`src/design/bdlp_pkg.sv`:
```
package bdlp_pkg;

  // field widths and counts
  localparam int unsigned NumButtons = 4;
  localparam int unsigned NumHold    = 2;
  localparam int unsigned TimeW      = 32;
  localparam int unsigned HoldW      = 16;
  localparam int unsigned StepW      = 7;
  localparam int unsigned DeltaW     = 8;
  localparam int unsigned CfgDataW   = 16;
  localparam int unsigned CfgIdxW    = 3;

  // command codes
  typedef enum logic [2:0] {
    CMD_FAN_ADJUST    = 3'd0,
    CMD_TOGGLE_WIFI   = 3'd1,
    CMD_RESET_WIFI    = 3'd2,
    CMD_TOGGLE_LIGHTS = 3'd3,
    CMD_TOGGLE_POWER  = 3'd4
  } cmd_t;

  // configuration register indexes
  typedef enum logic [CfgIdxW-1:0] {
    REG_IDLE_LEVELS      = 3'd0,
    REG_DEBOUNCE_TIME    = 3'd1,
    REG_WIFI_TOGGLE_HOLD = 3'd2,
    REG_WIFI_RESET_HOLD  = 3'd3,
    REG_FAN_STEP         = 3'd4
  } cfg_reg_t;

  // register reset values
  localparam logic [NumButtons-1:0] IdleLevelsRst     = 4'd0;
  localparam logic [HoldW-1:0]      DebounceTimeRst   = 16'd40;
  localparam logic [HoldW-1:0]      WifiToggleHoldRst = 16'd3000;
  localparam logic [HoldW-1:0]      WifiResetHoldRst  = 16'd8000;
  localparam logic [StepW-1:0]      FanStepRst        = 7'd5;

endpackage

```
`src/design/button_debounce_long_press.sv`:
```
// channel | direction | handshake          | payload
// in_     | input     | in_valid/in_stall  | in_button_levels[3:0], in_now_time[31:0]
// out_    | output    | out_valid/out_stall| out_command_code[2:0], out_fan_delta[7:0] signed
// cfg_    | input     | cfg_we             | cfg_index[2:0], cfg_data[15:0]
//
// one poll per cycle while not stalled: a poll is captured in the input register,
// scanned combinationally against the button state, and any command lands in the
// result register, which drives out_
// a poll that gives no command just updates the button state
// out_stall holds the result register; the input register then holds its poll
// and in_stall rises, so at most one poll waits behind a stalled result
// rst_n (synchronous) restores register defaults and clears all button state
module button_debounce_long_press (
  input  logic                                   clk,
  input  logic                                   rst_n,
  input  logic                                   in_valid,
  output logic                                   in_stall,
  input  logic [bdlp_pkg::NumButtons-1:0]        in_button_levels,
  input  logic [bdlp_pkg::TimeW-1:0]             in_now_time,
  output logic                                   out_valid,
  input  logic                                   out_stall,
  output logic [2:0]                             out_command_code,
  output logic signed [bdlp_pkg::DeltaW-1:0]     out_fan_delta,
  input  logic                                   cfg_we,
  input  logic [bdlp_pkg::CfgIdxW-1:0]           cfg_index,
  input  logic [bdlp_pkg::CfgDataW-1:0]          cfg_data
);

  // configuration registers
  logic [bdlp_pkg::NumButtons-1:0] idle_levels_r;
  logic [bdlp_pkg::HoldW-1:0]      debounce_time_r;
  logic [bdlp_pkg::HoldW-1:0]      wifi_toggle_hold_r;
  logic [bdlp_pkg::HoldW-1:0]      wifi_reset_hold_r;
  logic [bdlp_pkg::StepW-1:0]      fan_step_r;

  // button state
  logic [bdlp_pkg::NumButtons-1:0] stable_r, stable_nxt;
  logic [bdlp_pkg::TimeW-1:0]      lc_time_r [bdlp_pkg::NumButtons];
  logic [bdlp_pkg::TimeW-1:0]      lc_time_nxt [bdlp_pkg::NumButtons];
  logic [bdlp_pkg::TimeW-1:0]      ps_time_r [bdlp_pkg::NumHold];
  logic [bdlp_pkg::TimeW-1:0]      ps_time_nxt [bdlp_pkg::NumHold];
  logic [bdlp_pkg::NumHold-1:0]    lp_done_r, lp_done_nxt;

  // input register
  logic                            in_valid_r;
  logic [bdlp_pkg::NumButtons-1:0] levels_r;
  logic [bdlp_pkg::TimeW-1:0]      now_r;

  // result register
  logic                            out_valid_r;
  bdlp_pkg::cmd_t                  code_r, code_nxt;
  logic [bdlp_pkg::DeltaW-1:0]     delta_r, delta_nxt;
  logic                            hit_nxt;

  // per-button terms
  logic [bdlp_pkg::NumButtons-1:0] raw_down;
  logic [bdlp_pkg::NumButtons-1:0] accept_change;
  logic [bdlp_pkg::NumHold-1:0]    start_hold;
  logic [bdlp_pkg::NumHold-1:0]    lp_fire;
  logic [bdlp_pkg::TimeW-1:0]      ps_start [bdlp_pkg::NumHold];
  logic [bdlp_pkg::TimeW-1:0]      hold_lim [bdlp_pkg::NumHold];

  logic                            proc_en;
  logic                            stop;
  logic [bdlp_pkg::DeltaW-1:0]     step_pos;

  // scan runs whenever the result register is free or being emptied
  assign proc_en  = !out_valid_r || !out_stall;
  assign in_stall = in_valid_r && !proc_en;

  assign out_valid        = out_valid_r;
  assign out_command_code = code_r;
  assign out_fan_delta    = delta_r;

  assign hold_lim[0] = {{(bdlp_pkg::TimeW-bdlp_pkg::HoldW){1'b0}}, wifi_toggle_hold_r};
  assign hold_lim[1] = {{(bdlp_pkg::TimeW-bdlp_pkg::HoldW){1'b0}}, wifi_reset_hold_r};
  assign step_pos    = {1'b0, fan_step_r};

  // debounce test for every button
  always_comb begin
    for (int i = 0; i < bdlp_pkg::NumButtons; i++) begin
      raw_down[i]      = levels_r[i] ^ idle_levels_r[i];
      accept_change[i] = (levels_r[i] != stable_r[i]) &&
                         ((now_r - lc_time_r[i]) >=
                          {{(bdlp_pkg::TimeW-bdlp_pkg::HoldW){1'b0}}, debounce_time_r});
    end
  end

  // hold timers of buttons 2 and 3
  always_comb begin
    for (int j = 0; j < bdlp_pkg::NumHold; j++) begin
      start_hold[j] = raw_down[j+2] && !(stable_r[j+2] ^ idle_levels_r[j+2]) &&
                      (ps_time_r[j] <= lc_time_r[j+2]);
      ps_start[j]   = start_hold[j] ? now_r : ps_time_r[j];
      lp_fire[j]    = raw_down[j+2] && !lp_done_r[j] &&
                      ((now_r - ps_start[j]) >= hold_lim[j]);
    end
  end

  // ordered scan, first command ends it
  always_comb begin
    stop        = 1'b0;
    hit_nxt     = 1'b0;
    code_nxt    = bdlp_pkg::CMD_FAN_ADJUST;
    delta_nxt   = '0;
    stable_nxt  = stable_r;
    lc_time_nxt = lc_time_r;
    ps_time_nxt = ps_time_r;
    lp_done_nxt = lp_done_r;
    // fan buttons
    for (int i = 0; i < 2; i++) begin
      if (!stop && accept_change[i]) begin
        lc_time_nxt[i] = now_r;
        stable_nxt[i]  = levels_r[i];
        if (raw_down[i]) begin
          stop      = 1'b1;
          hit_nxt   = 1'b1;
          code_nxt  = bdlp_pkg::CMD_FAN_ADJUST;
          delta_nxt = (i == 0) ? step_pos : 8'(8'd0 - step_pos);
        end
      end
    end
    // hold buttons
    for (int j = 0; j < bdlp_pkg::NumHold; j++) begin
      if (!stop) begin
        ps_time_nxt[j] = ps_start[j];
        if (lp_fire[j]) begin
          lp_done_nxt[j] = 1'b1;
          stop           = 1'b1;
          hit_nxt        = 1'b1;
          code_nxt       = (j == 0) ? bdlp_pkg::CMD_TOGGLE_WIFI : bdlp_pkg::CMD_RESET_WIFI;
        end else if (accept_change[j+2]) begin
          lc_time_nxt[j+2] = now_r;
          stable_nxt[j+2]  = levels_r[j+2];
          if (raw_down[j+2]) begin
            ps_time_nxt[j] = now_r;
            lp_done_nxt[j] = 1'b0;
          end else if (!lp_done_r[j]) begin
            stop     = 1'b1;
            hit_nxt  = 1'b1;
            code_nxt = (j == 0) ? bdlp_pkg::CMD_TOGGLE_LIGHTS :
                                  bdlp_pkg::CMD_TOGGLE_POWER;
          end
        end
      end
    end
  end

  // configuration writes
  always_ff @(posedge clk) begin
    if (!rst_n) begin
      idle_levels_r      <= bdlp_pkg::IdleLevelsRst;
      debounce_time_r    <= bdlp_pkg::DebounceTimeRst;
      wifi_toggle_hold_r <= bdlp_pkg::WifiToggleHoldRst;
      wifi_reset_hold_r  <= bdlp_pkg::WifiResetHoldRst;
      fan_step_r         <= bdlp_pkg::FanStepRst;
    end else if (cfg_we) begin
      unique case (cfg_index)
        bdlp_pkg::REG_IDLE_LEVELS:      idle_levels_r <= cfg_data[bdlp_pkg::NumButtons-1:0];
        bdlp_pkg::REG_DEBOUNCE_TIME:    debounce_time_r <= cfg_data;
        bdlp_pkg::REG_WIFI_TOGGLE_HOLD: wifi_toggle_hold_r <= cfg_data;
        bdlp_pkg::REG_WIFI_RESET_HOLD:  wifi_reset_hold_r <= cfg_data;
        bdlp_pkg::REG_FAN_STEP:         fan_step_r <= cfg_data[bdlp_pkg::StepW-1:0];
        default: ;
      endcase
    end
  end

  // input register
  always_ff @(posedge clk) begin
    if (!rst_n) begin
      in_valid_r <= 1'b0;
    end else if (!in_stall) begin
      in_valid_r <= in_valid;
    end
  end

  always_ff @(posedge clk) begin
    if (!in_stall && in_valid) begin
      levels_r <= in_button_levels;
      now_r    <= in_now_time;
    end
  end

  // button state update
  always_ff @(posedge clk) begin
    if (!rst_n) begin
      stable_r  <= '0;
      lp_done_r <= '0;
      for (int i = 0; i < bdlp_pkg::NumButtons; i++) begin
        lc_time_r[i] <= '0;
      end
      for (int j = 0; j < bdlp_pkg::NumHold; j++) begin
        ps_time_r[j] <= '0;
      end
    end else if (proc_en && in_valid_r) begin
      stable_r  <= stable_nxt;
      lp_done_r <= lp_done_nxt;
      lc_time_r <= lc_time_nxt;
      ps_time_r <= ps_time_nxt;
    end
  end

  // result register
  always_ff @(posedge clk) begin
    if (!rst_n) begin
      out_valid_r <= 1'b0;
    end else if (proc_en) begin
      out_valid_r <= in_valid_r && hit_nxt;
    end
  end

  always_ff @(posedge clk) begin
    if (proc_en && in_valid_r && hit_nxt) begin
      code_r  <= code_nxt;
      delta_r <= delta_nxt;
    end
  end

  // checks
  a_delta_only_fan: assert property (@(posedge clk) disable iff (!rst_n)
    out_valid_r && (code_r != bdlp_pkg::CMD_FAN_ADJUST) |-> delta_r == '0)
    else $error("fan delta set on a non-fan command");

  a_stall_needs_item: assert property (@(posedge clk) disable iff (!rst_n)
    in_stall |-> in_valid_r)
    else $error("input stalled with an empty input register");

  a_wifi_lp_emits: assert property (@(posedge clk) disable iff (!rst_n)
    $rose(lp_done_r[0]) |-> out_valid_r && (code_r == bdlp_pkg::CMD_TOGGLE_WIFI))
    else $error("button 2 long press without wifi toggle item");

  a_reset_lp_emits: assert property (@(posedge clk) disable iff (!rst_n)
    $rose(lp_done_r[1]) |-> out_valid_r && (code_r == bdlp_pkg::CMD_RESET_WIFI))
    else $error("button 3 long press without wifi reset item");

  a_state_holds_on_stall: assert property (@(posedge clk) disable iff (!rst_n)
    !proc_en |=> $stable(stable_r) && $stable(lp_done_r))
    else $error("button state moved while the scan was held");

endmodule

```
`config.mk`:
```
export PLATFORM = sky130hd
export DESIGN_NAME = button_debounce_long_press
export DESIGN_NICKNAME = d
export VERILOG_FILES = /design/src/design/bdlp_pkg.sv /design/src/design/button_debounce_long_press.sv
export SDC_FILE = /design/constraint.sdc
export NUM_CORES = 1
export LEC_CHECK = 0
export ABC_AREA = 0
export BUFFER_PORTS_ARGS = -buffer_cell sky130_fd_sc_hd__buf_2
export CAP_MARGIN = 20
export CORE_AREA = 2 2 309 311
export DETAILED_ROUTE_END_ITERATION = 6
export DIE_AREA = 0 0 311 313
export PLACE_DENSITY = 0.41
export SLEW_MARGIN = 30
export SYNTH_ARGS = -nofsm -noshare
export SYNTH_HDL_FRONTEND = slang
export SYNTH_SLANG_ARGS = --single-unit
export TNS_END_PERCENT = 30
```
`constraint.sdc`:
```
create_clock -name clk -period 9.17 [get_ports clk]
set_input_delay 0.917 -clock clk [delete_from_list [all_inputs] [get_ports clk]]
set_output_delay 0.917 -clock clk [all_outputs]
set_load 0.01 [all_outputs]
```
### Word level (Yosys, flattened, before mapping)

Cells that the tools add are included.

* add/subtract/negate cells: 7
* $lt $le $gt $ge: 8
* equality and inequality tests: 8
* multiplexer cells: 42
* bitwise logic cells: 10
* reduce and logical (&&, ||, !) cells: 46

Operators by type and width (count)
* $mux 32: 8
* $ge 32x16->1: 6
* $sub 32x32->32: 6
* $le 32x32->1: 2
* $mux 1: 20
* $logic_and 1x1->1: 18
* $reduce_and 2->1: 9
* $mux 8: 2
* $reduce_and 4->1: 4
* $mux 3: 5
* $mux 7: 2
* $mux 2: 5
* $logic_not 1->1: 9
* $reduce_bool 2->1: 4
* $sub 1x7->8 const A: 1
* $eq 3x2->1 const B: 2
* $xor 1x1->1: 6
* $ne 1x1->1: 4
* $not 1->1: 4
* $eq 3x1->1 const B: 1
* $eq 3x3->1 const B: 1
* $logic_not 3->1: 1
* $logic_or 1x1->1: 1

* register bits after elaboration: 306
* word-level logic and storage cells: 144

### Logic depth before layout (Yosys ltp)

Gate-level depths: netlist of the first run.

* word-level depth: 15
* mapped depth: 37
* mapped depth without buffers: 33

### Worst setup path before layout of the first run

OpenSTA, ideal clock, no wires.

* kind: reg2reg
* start point: register lc_time_r[63] (netlist bit)
* end point: register code_r[0], in the netlist out_command_code[0] (enable)
* library setup time: 296 ps
* arrival: 7048 ps
* required time: 8874 ps
* path slack: 1826 ps
* stages on the path, launching flop included: 32
* clock period less this slack: 7344 ps
* path through: dfxtp_1 -> inv_1 -> ha_1 -> nand4_1 -> nor3_1 -> nand2_1 -> or4_1 -> nand2_1 -> buf_1 -> mux2i_1 -> ha_1 -> nor2b_1 -> o2111a_1 -> o211ai_1 -> nand2_1 -> a21boi_0 -> o21ai_0 -> xor2_1 -> ha_1 -> a21oi_1 -> o21ai_0 -> a2111oi_0 -> o31a_1 -> nor3_1 -> nor4b_1 -> o2111ai_1 -> nor4_1 -> a211oi_2 -> or2_0 -> clkbuf_1 -> nor4b_1 -> nor2_1

* longest elaborated chain between the ends: 10
* elaborated cells on any way between the ends: 14
* classes of those cells: add/sub: 2; order compare: 3; mux: 5; reduce/logical: 4

RTL lines
* from (decl): RTL line button_debounce_long_press.sv:38 `logic [bdlp_pkg::TimeW-1:0] lc_time_r [bdlp_pkg::NumButtons];`
* from (signal assigned): RTL line button_debounce_long_press.sv:199 `lc_time_r <= lc_time_nxt;`
* $le 32x32->1: RTL line button_debounce_long_press.sv:93 `(ps_time_r[j] <= lc_time_r[j+2]);`
* $logic_and 1x1->1: RTL line button_debounce_long_press.sv:92 `start_hold[j] = raw_down[j+2] && !(stable_r[j+2] ^ idle_levels_r[j+2]) &&`
* $mux 32: RTL line button_debounce_long_press.sv:94 `ps_start[j] = start_hold[j] ? now_r : ps_time_r[j];`
* $sub 32x32->32: RTL line button_debounce_long_press.sv:96 `((now_r - ps_start[j]) >= hold_lim[j]);`
* $ge 32x16->1: RTL line button_debounce_long_press.sv:96
* $logic_and 1x1->1: RTL line button_debounce_long_press.sv:95 `lp_fire[j] = raw_down[j+2] && !lp_done_r[j] &&`
* $mux 1 (*): RTL line button_debounce_long_press.sv:127 `if (lp_fire[j]) begin`
* $mux 1 (*) (2 in series): RTL line button_debounce_long_press.sv:125 `if (!stop) begin`
* $logic_and 1x1->1 (*): RTL line button_debounce_long_press.sv:214 `if (proc_en && in_valid_r && hit_nxt) begin`
* to (signal assigned): RTL line button_debounce_long_press.sv:215 `code_r <= code_nxt;`
* to (decl): RTL line button_debounce_long_press.sv:51 `bdlp_pkg::cmd_t code_r, code_nxt;`

Mark *: on every way between the ends. The rest lies on a longest branch, timed or not.
A chain may end at the register's enable or synchronous reset.

==> flow_metrics.py, run 1 <==
metrics = {
    "status": {
        "outcome": "complete, no violations",
    },
    "floorplan": {
        "core_area_um2": 94200,
        "die_h_um": 313,
        "die_x_um": 311,
        "die-area_um2": 97300,
        "start_util_pct": 29.6,
        "io_pins": 73,
        "rows": 113,
    },
    "timing": {
        "tightest_slew_ns": 0.936,
        "finalSetupTns_ns": 0,
        "fmaxAchievable_mhz": 118,
        "drv_slew": 0,
        "fin_crit_ns": 8.48,
        "setup_viol": 0,
        "slew_headroom_pct": 37.2,
        "fin_ws_ns": 0.691,
        "rsz0062_at_grt": "false",
        "hold_violations": 0,
        "worst_clock_skew_ns": 0.0248,
        "fin_crit_sh_pct": 92.5,
        "whs_ns": 0.455,
    },
    "synth": {
        "synth.distinct_cells": 89,
        "synth_largest_area_cell": "dfxtp_1",
        "synth-edff-count": 47,
        "yosysTopAreaCellShare_pct": 18.6,
        "synth_area_leaders": "dfxtp_1, ha_1, mux2i_1, a21oi_1, edfxtp_1",
        "synth_fp_nets": 3838,
        "synth_area_um2": 27900,
        "synth-seq-cells": 306,
        "synth_async_sr_flop_share_pct": 0,
        "synth_area_per_cell_um2": 8.16,
        "yosys_warnings": 0,
        "synth_cells": 3423,
        "synthFlopType": "dfxtp_1",
        "synth_seq_area_share_pct": 23.6,
    },
    "min_path": {
        "holdCritPathClass": "flip-flop to flip-flop",
    },
    "power": {
        "leakage_uw": 0.0117,
        "ir_worst_vdd_mv": 0.114,
        "p_per_area_nw_per_um2": 161,
    },
    "routing": {
        "route.detailed.drc": 0,
        "num_vias": 25388,
        "vias_per_cell": 5.34,
        "wire_per_inst_um": 21.6,
        "final_antenna_net_count": 0,
        "first_pass_iters": 6,
        "first_iter_violations": 1536,
        "drt-total-wl_mm": 103,
    },
    "global_route": {
        "grt_max_degree": 153,
        "grt_util_met1_pct": 26.5,
        "grt-busiest-layer": "met2",
        "gr-usage-met3_pct": 1.98,
        "grt_pass1_vias": 25249,
        "grt_use_total_pct": 20.6,
        "grt.overflow.total": 0,
        "grt_pass1_wl_mm": 155,
        "antenna_found_initial": 7,
        "grt_util_met2_pct": 36.6,
    },
    "clock_tree": {
        "cts_tree": "done",
        "cts.htree.levels": 2,
        "cts_num_sinks": 306,
        "max-clock-path-buffers": 3,
        "clock-root-buffer": "clkbuf_16",
        "clock_latency_ns": 0.61,
        "cts_setup_buffers": 0,
        "cts_made_buffers": 44,
        "clkTransAtPathRegs_ns": 0.06,
    },
    "flow_run": {
        "drv_cap": 0,
    },
    "finish": {
        "seqCellArea_um2": 6600,
        "syn2layout_area_growth_pct": 12.3,
        "fin_nets": 3866,
        "multi_input_area_um2": 19900,
        "drive_gt1_share_pct": 7.66,
        "fill_cells": 10192,
        "post-route-util_pct": 33.3,
    },
    "worst_setup_path": {
        "crit_arrival_ns": 8.97,
        "crit_path_start_kind": "flip-flop",
        "crit_slowest_cell": "o311ai_0",
        "critPathKind": "flip-flop to flip-flop",
        "required_ns": 9.66,
        "critical_path.max_stage_delay_ns": 0.62,
        "cp_max_fo": 62,
        "endpoint_kind": "flip-flop",
    },
    "placement": {
        "pre_cts_slack_ns": 0.625,
        "post-dp-hpwl_mm": 78.9,
        "port_buffers": 72,
        "gp_congestion": 0.889,
    },
}
[synthesized netlist by cell type, types with 13 or more instances]
library cell  number
o21ai_0          205
xor2_1            52
edfxtp_1          47
nor3_1            38
nor2_1           103
ha_1             349
clkbuf_1         123
and4_1            13
dfxtp_1          259
a211oi_1          37
nand3_1           86
o31ai_1           14
a31oi_1           24
nand2b_1          26
o21bai_1          16
nor2b_1          138
nor4_1            13
or3_1             18
o211ai_1          53
and3_1            52
xnor2_1           74
a21oi_1          283
and2_1            34
nand2_1          346
o21a_1            67
nand4_1           68
a21boi_0          50
inv_1            226
o221a_1           23
o21ai_1           16
mux2i_1          217
a21o_1            91
[power by group]
group	switching [µW]	internal, µW	leakage [µW]
clock network	746	1050	0.000717
logic	1100	711	0.00845
registers	40.5	1410	0.00255
[path summary, 6_finish.rpt]
| path | start | end | slack [ns] | cells after the start |
|---|---|---|---|---|
| min | lc_time_r[13] | lc_time_r[13] | 0.45 | 2 |
| min reg2reg | lc_time_r[13] | lc_time_r[13] | 0.45 | 2 |
| max | lc_time_r[1] | flip-flop | 0.69 | 34 |
| max reg2reg | lc_time_r[1] | flip-flop | 0.69 | 34 |
[repair_timing]
action / in CTS / in global routing
hold buffers: 0 / 0
resized for setup: 0 / 3
endpoints found under the setup margin: 0 / 99
[stage by stage]
step / instances / cell area [µm²] / total power, µW
floorplan: 3423 / 27900 / 2750
global placement: 4668 / 29800 / 3300
detailed placement: 4668 / 29800 / 3280
CTS: 4750 / 31300 / 5110
global route: 4752 / 31300 / 5370
finish: 4754 / 31300 / 5050
[cells by family after synthesis]
| family | share of synthesized area (%) |
|---|---|
| XOR/XNOR | 3.95 |
| flip-flops | 23.6 |
| adder cells (fa/ha/maj) | 16.1 |
| AND/OR/NAND/NOR | 18.1 |
| AO/OA/AOI/OAI | 24.9 |
| buffers and inverters | 5.35 |
| multiplexers | 7.98 |
[placed cells by master (no fill, tap or decap), drive strengths merged, types with 52 or more instances in the layout]
cell	count
and3	52
nor2b	138
o21ai	221
inv	229
nand2	346
a21oi	286
xor2	52
buf	133
mux2i	217
nand3	87
o211ai	53
nand4	68
nor2	103
a21o	91
xnor2	74
ha	349
o21a	67
dfxtp	259
[per-layer routing]
metal / wire [µm] / up-vias / part of all wire (%)
met3: 3100 / 122 / 3.0
met4: 2660 / 0 / 2.6
met5: 0 / - / 0
met1: 46700 / 12174 / 46
met2: 50100 / 418 / 49
li1: - / 12674 / -
[critical path: cells and delay by family (launching register included)]
kind	cells	cell delay (ns)
xor gates and xnor gates	1	0.16
adders and majority gates	3	0.87
DFF	1	0.32
and+or+nand+nor	9	1.66
muxes	1	0.40
buffers and inverters	3	0.74
AOI/OAI and AO/OA	17	4.17
[layout make-up]
class	instances	area share (%)
inverter	226	2.71
sequential	306	21.0
tap	1265	5.05
clock inverter	32	1.07
antenna	2	0.0160
multi-input combinational	2740	63.6
timing repair buffer	133	2.86
clock buffer	50	3.66
Note: power is estimated with default switching activity, not from simulation.
==> run 2, diff against run 1 <==
- CTS_BUF_LIST: not set -> sky130_fd_sc_hd__clkbuf_16
==> run 2 against run 1 <==
Effect of this change:
- first-iteration DRC count decreased by 5.9%
- sequential power about the same
- worst setup slack improved by 0.0051 ns
- die area unchanged
- combinational power about the same
- highest routed layer unchanged
==> flow_metrics.py, run 2 (same netlist as run 1, synthesis figures left out) <==
metrics = {
    "worst_setup_path": {
        "critical_path.max_stage_delay_ns": 0.60,
        "crit_arrival_ns": 8.97,
        "worstReg2RegStart": "lc_time_r[1]",
        "endpoint_kind": "flip-flop",
        "critPathKind": "flip-flop to flip-flop",
        "setup.worst_path.start": "lc_time_r[1]",
        "crit_slowest_cell": "o311ai_0",
        "cp_max_fo": 62,
        "reg2reg_slack_ns": 0.70,
        "r2r_cells": 34,
        "required_ns": 9.66,
        "crit_path_start_kind": "flip-flop",
    },
    "min_path": {
        "holdCritPathClass": "flip-flop to flip-flop",
        "hold_depth": 2,
        "hp-start": "lc_time_r[25]",
        "whs_endpoint": "lc_time_r[25]",
    },
    "floorplan": {
        "die-area_um2": 97300,
        "rows": 113,
        "io_pins": 73,
        "die_x_um": 311,
        "die_h_um": 313,
        "core_area_um2": 94200,
        "start_util_pct": 29.6,
    },
    "timing": {
        "finalSetupTns_ns": 0,
        "fin_crit_sh_pct": 92.4,
        "whs_ns": 0.456,
        "rsz0062_at_grt": "false",
        "worst_clock_skew_ns": 0.0272,
        "fin_crit_ns": 8.47,
        "drv_slew": 0,
        "fin_ws_ns": 0.696,
        "hold_violations": 0,
        "setup_viol": 0,
        "tightest_slew_ns": 0.888,
        "fmaxAchievable_mhz": 118,
        "slew_headroom_pct": 40.7,
    },
    "global_route": {
        "grt_pass1_vias": 25248,
        "grt.overflow.total": 0,
        "grt_max_degree": 153,
        "antenna_found_initial": 7,
        "grt_pass1_wl_mm": 155,
        "grt_use_total_pct": 20.6,
    },
    "clock_tree": {
        "clkTransAtPathRegs_ns": 0.06,
        "cts_made_buffers": 44,
        "clock-root-buffer": "clkbuf_16",
        "cts.htree.levels": 2,
        "cts_tree": "done",
        "hold_buffers": 0,
        "cts-resized-gates": 0,
        "clock_latency_ns": 0.62,
        "max-clock-path-buffers": 3,
        "cts_setup_buffers": 0,
        "cts_num_sinks": 306,
    },
    "finish": {
        "drive_gt1_share_pct": 7.57,
        "final_cell_mix": "ha_1, nand2_1, a21oi_1, dfxtp_1, inv_1",
        "fill_cells": 10190,
        "syn2layout_area_growth_pct": 12.2,
        "layout_commonest_cell": "ha_1",
        "fin_nets": 3866,
    },
    "power": {
        "clkPwrFrac_pct": 35.2,
        "intPower_uw": 3140,
        "swShare_pct": 37.6,
        "p_switching_uw": 1890,
        "leakage_uw": 0.0117,
        "ir_worst_vdd_mv": 0.114,
        "seqPwrFrac_pct": 28.8,
        "p_per_area_nw_per_um2": 161,
        "combPwrFrac_pct": 36.0,
    },
    "routing": {
        "wire_per_inst_um": 21.6,
        "first_iter_violations": 1445,
        "num_vias": 25408,
        "final_antenna_net_count": 0,
        "route.detailed.drc": 0,
        "vias_per_cell": 5.34,
        "drt-total-wl_mm": 103,
        "first_pass_iters": 5,
    },
    "flow_run": {
        "drv_cap": 0,
    },
    "placement": {
        "post-dp-hpwl_mm": 78.9,
        "gp_congestion": 0.889,
        "port_buffers": 72,
        "pre_cts_slack_ns": 0.625,
    },
    "status": {
        "outcome": "complete, no violations",
    },
}
## run 2: stage by stage
| stage | power, µW | cell area [µm²] | utilization (%) | instances |
|---|---|---|---|---|
| 2_1_floorplan | 2750 | 27900 | - | 3423 |
| 6_report | 5030 | 31300 | 33.3 | 4755 |
| 3_5_place_dp | 3280 | 29800 | 31.6 | 4668 |
| 3_3_place_gp | 3300 | 29800 | 31.6 | 4668 |
| 4_1_cts | 5090 | 31300 | 33.2 | 4750 |
| 5_1_grt | 5350 | 31300 | 33.3 | 4752 |
## run 2: worst max-delay path: cells and delay by family (launching register included)
kind	cells	cell delay (ns)
AOI/OAI and AO/OA	17	4.15
xor gates and xnor gates	1	0.16
adders and majority gates	3	0.87
buffers and inverters	3	0.74
DFF	1	0.32
muxes	1	0.40
and+or+nand+nor	9	1.67
## run 2: area by class of cell
cell class / instances / area [µm²] / area share [%]
repair buffers: 133 / 897 / 2.86
multi-input cells: 2740 / 19900 / 63.6
inverters: 226 / 848 / 2.71
flip-flops and latches: 306 / 6600 / 21.1
clock buffers: 44 / 1100 / 3.52
well taps: 1265 / 1580 / 5.05
clock inverters: 38 / 357 / 1.14
diodes: 3 / 7.51 / 0.0240
## run 2: power by group through the flow
stage	Clock (µW)	Combinational (µW)	Sequential, µW
floorplan	0	1280	1470
global placement	0	1820	1480
detailed placement	0	1810	1480
CTS	1830	1810	1450
global route	1880	2020	1450
finish	1770	1810	1450
## run 2: per-layer routing
layer	share of wire (%)	track usage, %	wire length, µm
met1	45	26.5	46400
met5	0	0	0
met3	3.3	1.98	3370
met4	2.7	5.80	2760
met2	49	36.6	50100
## run 2: worst max-delay path by stage
stage | end
after floorplan | out_command_code[0]
after global placement | out_fan_delta[7]
after detailed placement | flip-flop
after CTS | flip-flop
after global routing | flip-flop
final | flip-flop
==> run 3, diff against run 2 <==
- PLACE_DENSITY: 0.41 -> not set
==> run 3 against run 2 <==
Effect of this change:
- count of clock-buffer cells in the layout is 2 lower
- clock power fell by 10%
- hold slack improved by 0.00053 ns
- clock skew down 0.010 ns
- via count is 0.80% higher
- design area down 0.84%
- first-iteration DRC count up 23%
- non-clock buffer count shrank 6
- critical path type unchanged
- largest cell class unchanged
- highest routed layer is now met5
==> flow_metrics.py, run 3 (same netlist as run 1, synthesis figures left out) <==
metrics = {
    "timing": {
        "worst_clock_skew_ns": 0.0169,
        "rsz0062_at_grt": "false",
        "tightest_slew_ns": 1.06,
        "fin_crit_sh_pct": 93.3,
        "drv_slew": 0,
        "hold_violations": 0,
        "setup_viol": 0,
        "fin_ws_ns": 0.610,
        "slew_headroom_pct": 29.1,
        "finalSetupTns_ns": 0,
        "fin_crit_ns": 8.56,
        "fmaxAchievable_mhz": 117,
    },
    "worst_setup_path": {
        "crit_arrival_ns": 8.76,
        "worstReg2RegStart": "levels_r[2]",
        "crit_path_start_kind": "flip-flop",
        "endpoint_kind": "flip-flop",
        "critPathKind": "flip-flop to flip-flop",
        "worstReg2RegEnd": "out_fan_delta[3]",
        "r2r_cells": 29,
        "critical_path.max_stage_delay_ns": 0.83,
        "required_ns": 9.37,
        "crit_top_cell": "o21ai_0",
        "critPathBufInv": 0,
        "reg2reg_slack_ns": 0.61,
        "cp_top_family": "compound AO/OA/AOI/OAI gates",
        "cp_max_fo": 13,
        "crit_slowest_cell": "a211oi_2",
    },
    "routing": {
        "wire_per_inst_um": 19.5,
        "topRoutingLayerUsed": "met5",
        "met3_length_mm": 4.73,
        "wl_met1_mm": 41.8,
        "num_vias": 25611,
        "routed-wl-met2_mm": 43.1,
        "first_pass_iters": 6,
        "vias_per_cell": 5.40,
        "route.detailed.drc": 0,
        "first_iter_violations": 1778,
        "final_antenna_net_count": 0,
        "drt-total-wl_mm": 92.3,
    },
    "clock_tree": {
        "clock-root-buffer": "clkbuf_16",
        "cts_made_buffers": 40,
        "cts.htree.levels": 2,
        "clkTransAtPathRegs_ns": 0.06,
        "cts_setup_buffers": 0,
        "cts_num_sinks": 306,
        "cts_tree": "done",
        "clock_latency_ns": 0.58,
        "cts-resized-gates": 0,
        "max-clock-path-buffers": 3,
        "hold_buffers": 0,
    },
    "min_path": {
        "whs_endpoint": "lc_time_r[19]",
        "hold_depth": 2,
        "hp-start": "lc_time_r[19]",
        "holdCritPathClass": "flip-flop to flip-flop",
    },
    "floorplan": {
        "die-area_um2": 97300,
        "core_area_um2": 94200,
        "rows": 113,
        "die_x_um": 311,
        "die_h_um": 313,
        "io_pins": 73,
        "start_util_pct": 29.6,
    },
    "global_route": {
        "antenna_found_initial": 6,
        "grt_use_total_pct": 18.4,
        "grt_max_degree": 211,
        "grt_pass1_wl_mm": 142,
        "grt_pass1_vias": 24476,
        "grt.overflow.total": 0,
    },
    "finish": {
        "final_area_um2": 31100,
        "syn2layout_area_growth_pct": 11.3,
        "layout_commonest_cell": "ha_1",
        "fill_cells": 10017,
        "fin_nets": 3856,
        "fin_cells": 4740,
        "drive_gt1_share_pct": 7.20,
        "final_cell_mix": "ha_1, nand2_1, a21oi_1, dfxtp_1, inv_1",
    },
    "status": {
        "outcome": "complete, no violations",
    },
    "power": {
        "power_uw": 4800,
        "p_per_area_nw_per_um2": 155,
        "leakage_uw": 0.0116,
        "ir_worst_vdd_mv": 0.108,
    },
    "placement": {
        "place_area_um2": 29800,
        "post-dp-hpwl_mm": 71.4,
        "pre_cts_slack_ns": 0.735,
        "placed_cells": 4664,
        "gp_congestion": 0.912,
        "port_buffers": 72,
    },
    "flow_run": {
        "drv_cap": 0,
    },
}
==> run 3: changes by cell type in the layout (fill, tap and decap cells not counted), sizes merged <==
cell | before | now
inv | 233 | 235
clkinvlp | 5 | 4
bufinv | 5 | 3
buf | 133 | 126
clkbuf | 44 | 43
clkinv | 21 | 15
==> run 3: worst max path at each step <==
stage,from,end,slack (ns),depth (start not counted)
2_1_floorplan,lc_time_r[63],out_command_code[0],1.83,31
3_3_place_gp,levels_r[2],out_fan_delta[6],0.83,29
3_5_place_dp,lc_time_r[63],out_fan_delta[7],0.74,29
4_1_cts,levels_r[2],out_fan_delta[1],0.70,29
5_1_grt,lc_time_r[47],out_fan_delta[1],0.08,30
6_report,levels_r[2],out_fan_delta[3],0.61,29
==> run 3: final cells by class <==
cell class | count | area [µm²] | area share, %
tap | 1265 | 1580 | 5.10
clock inverter | 31 | 238 | 0.765
antenna | 3 | 7.51 | 0.0242
timing repair buffer | 127 | 820 | 2.64
inverter | 226 | 848 | 2.73
sequential | 306 | 6600 | 21.2
clock buffer | 42 | 1050 | 3.38
multi-input combinational | 2740 | 19900 | 64.1
==> run 3: power by group <==
part           internal (µW)  leakage [µW]  switching (µW)
clock network            915      0.000653             670
logic                    707       0.00841            1060
registers               1410       0.00255            46.8
==> run 3: routing by layer <==
metal,up-vias,GRT usage (%)
met5,-,0
met4,4,5.57
met3,133,2.30
met2,630,31.5
met1,12179,24.1
li1,12665,-
==> run 3: per-stage QoR <==
stage	utilization (%)	hold WS, ns
final	33.0	0.457
after global routing	33.0	0.481
after CTS	33.0	0.457
after detailed placement	31.6	0.446
after global placement	31.6	0.442
after floorplan	-	0.435
==> run 3: worst register-to-register path, delay by kind of cell (launching register included) <==
family          cells  cell delay [ns]
compound gates     12             3.17
flops               1             0.49
simple gates       12             3.02
xor+xnor            2             0.45
mux                 1             0.42
fa+ha+maj           2             0.63
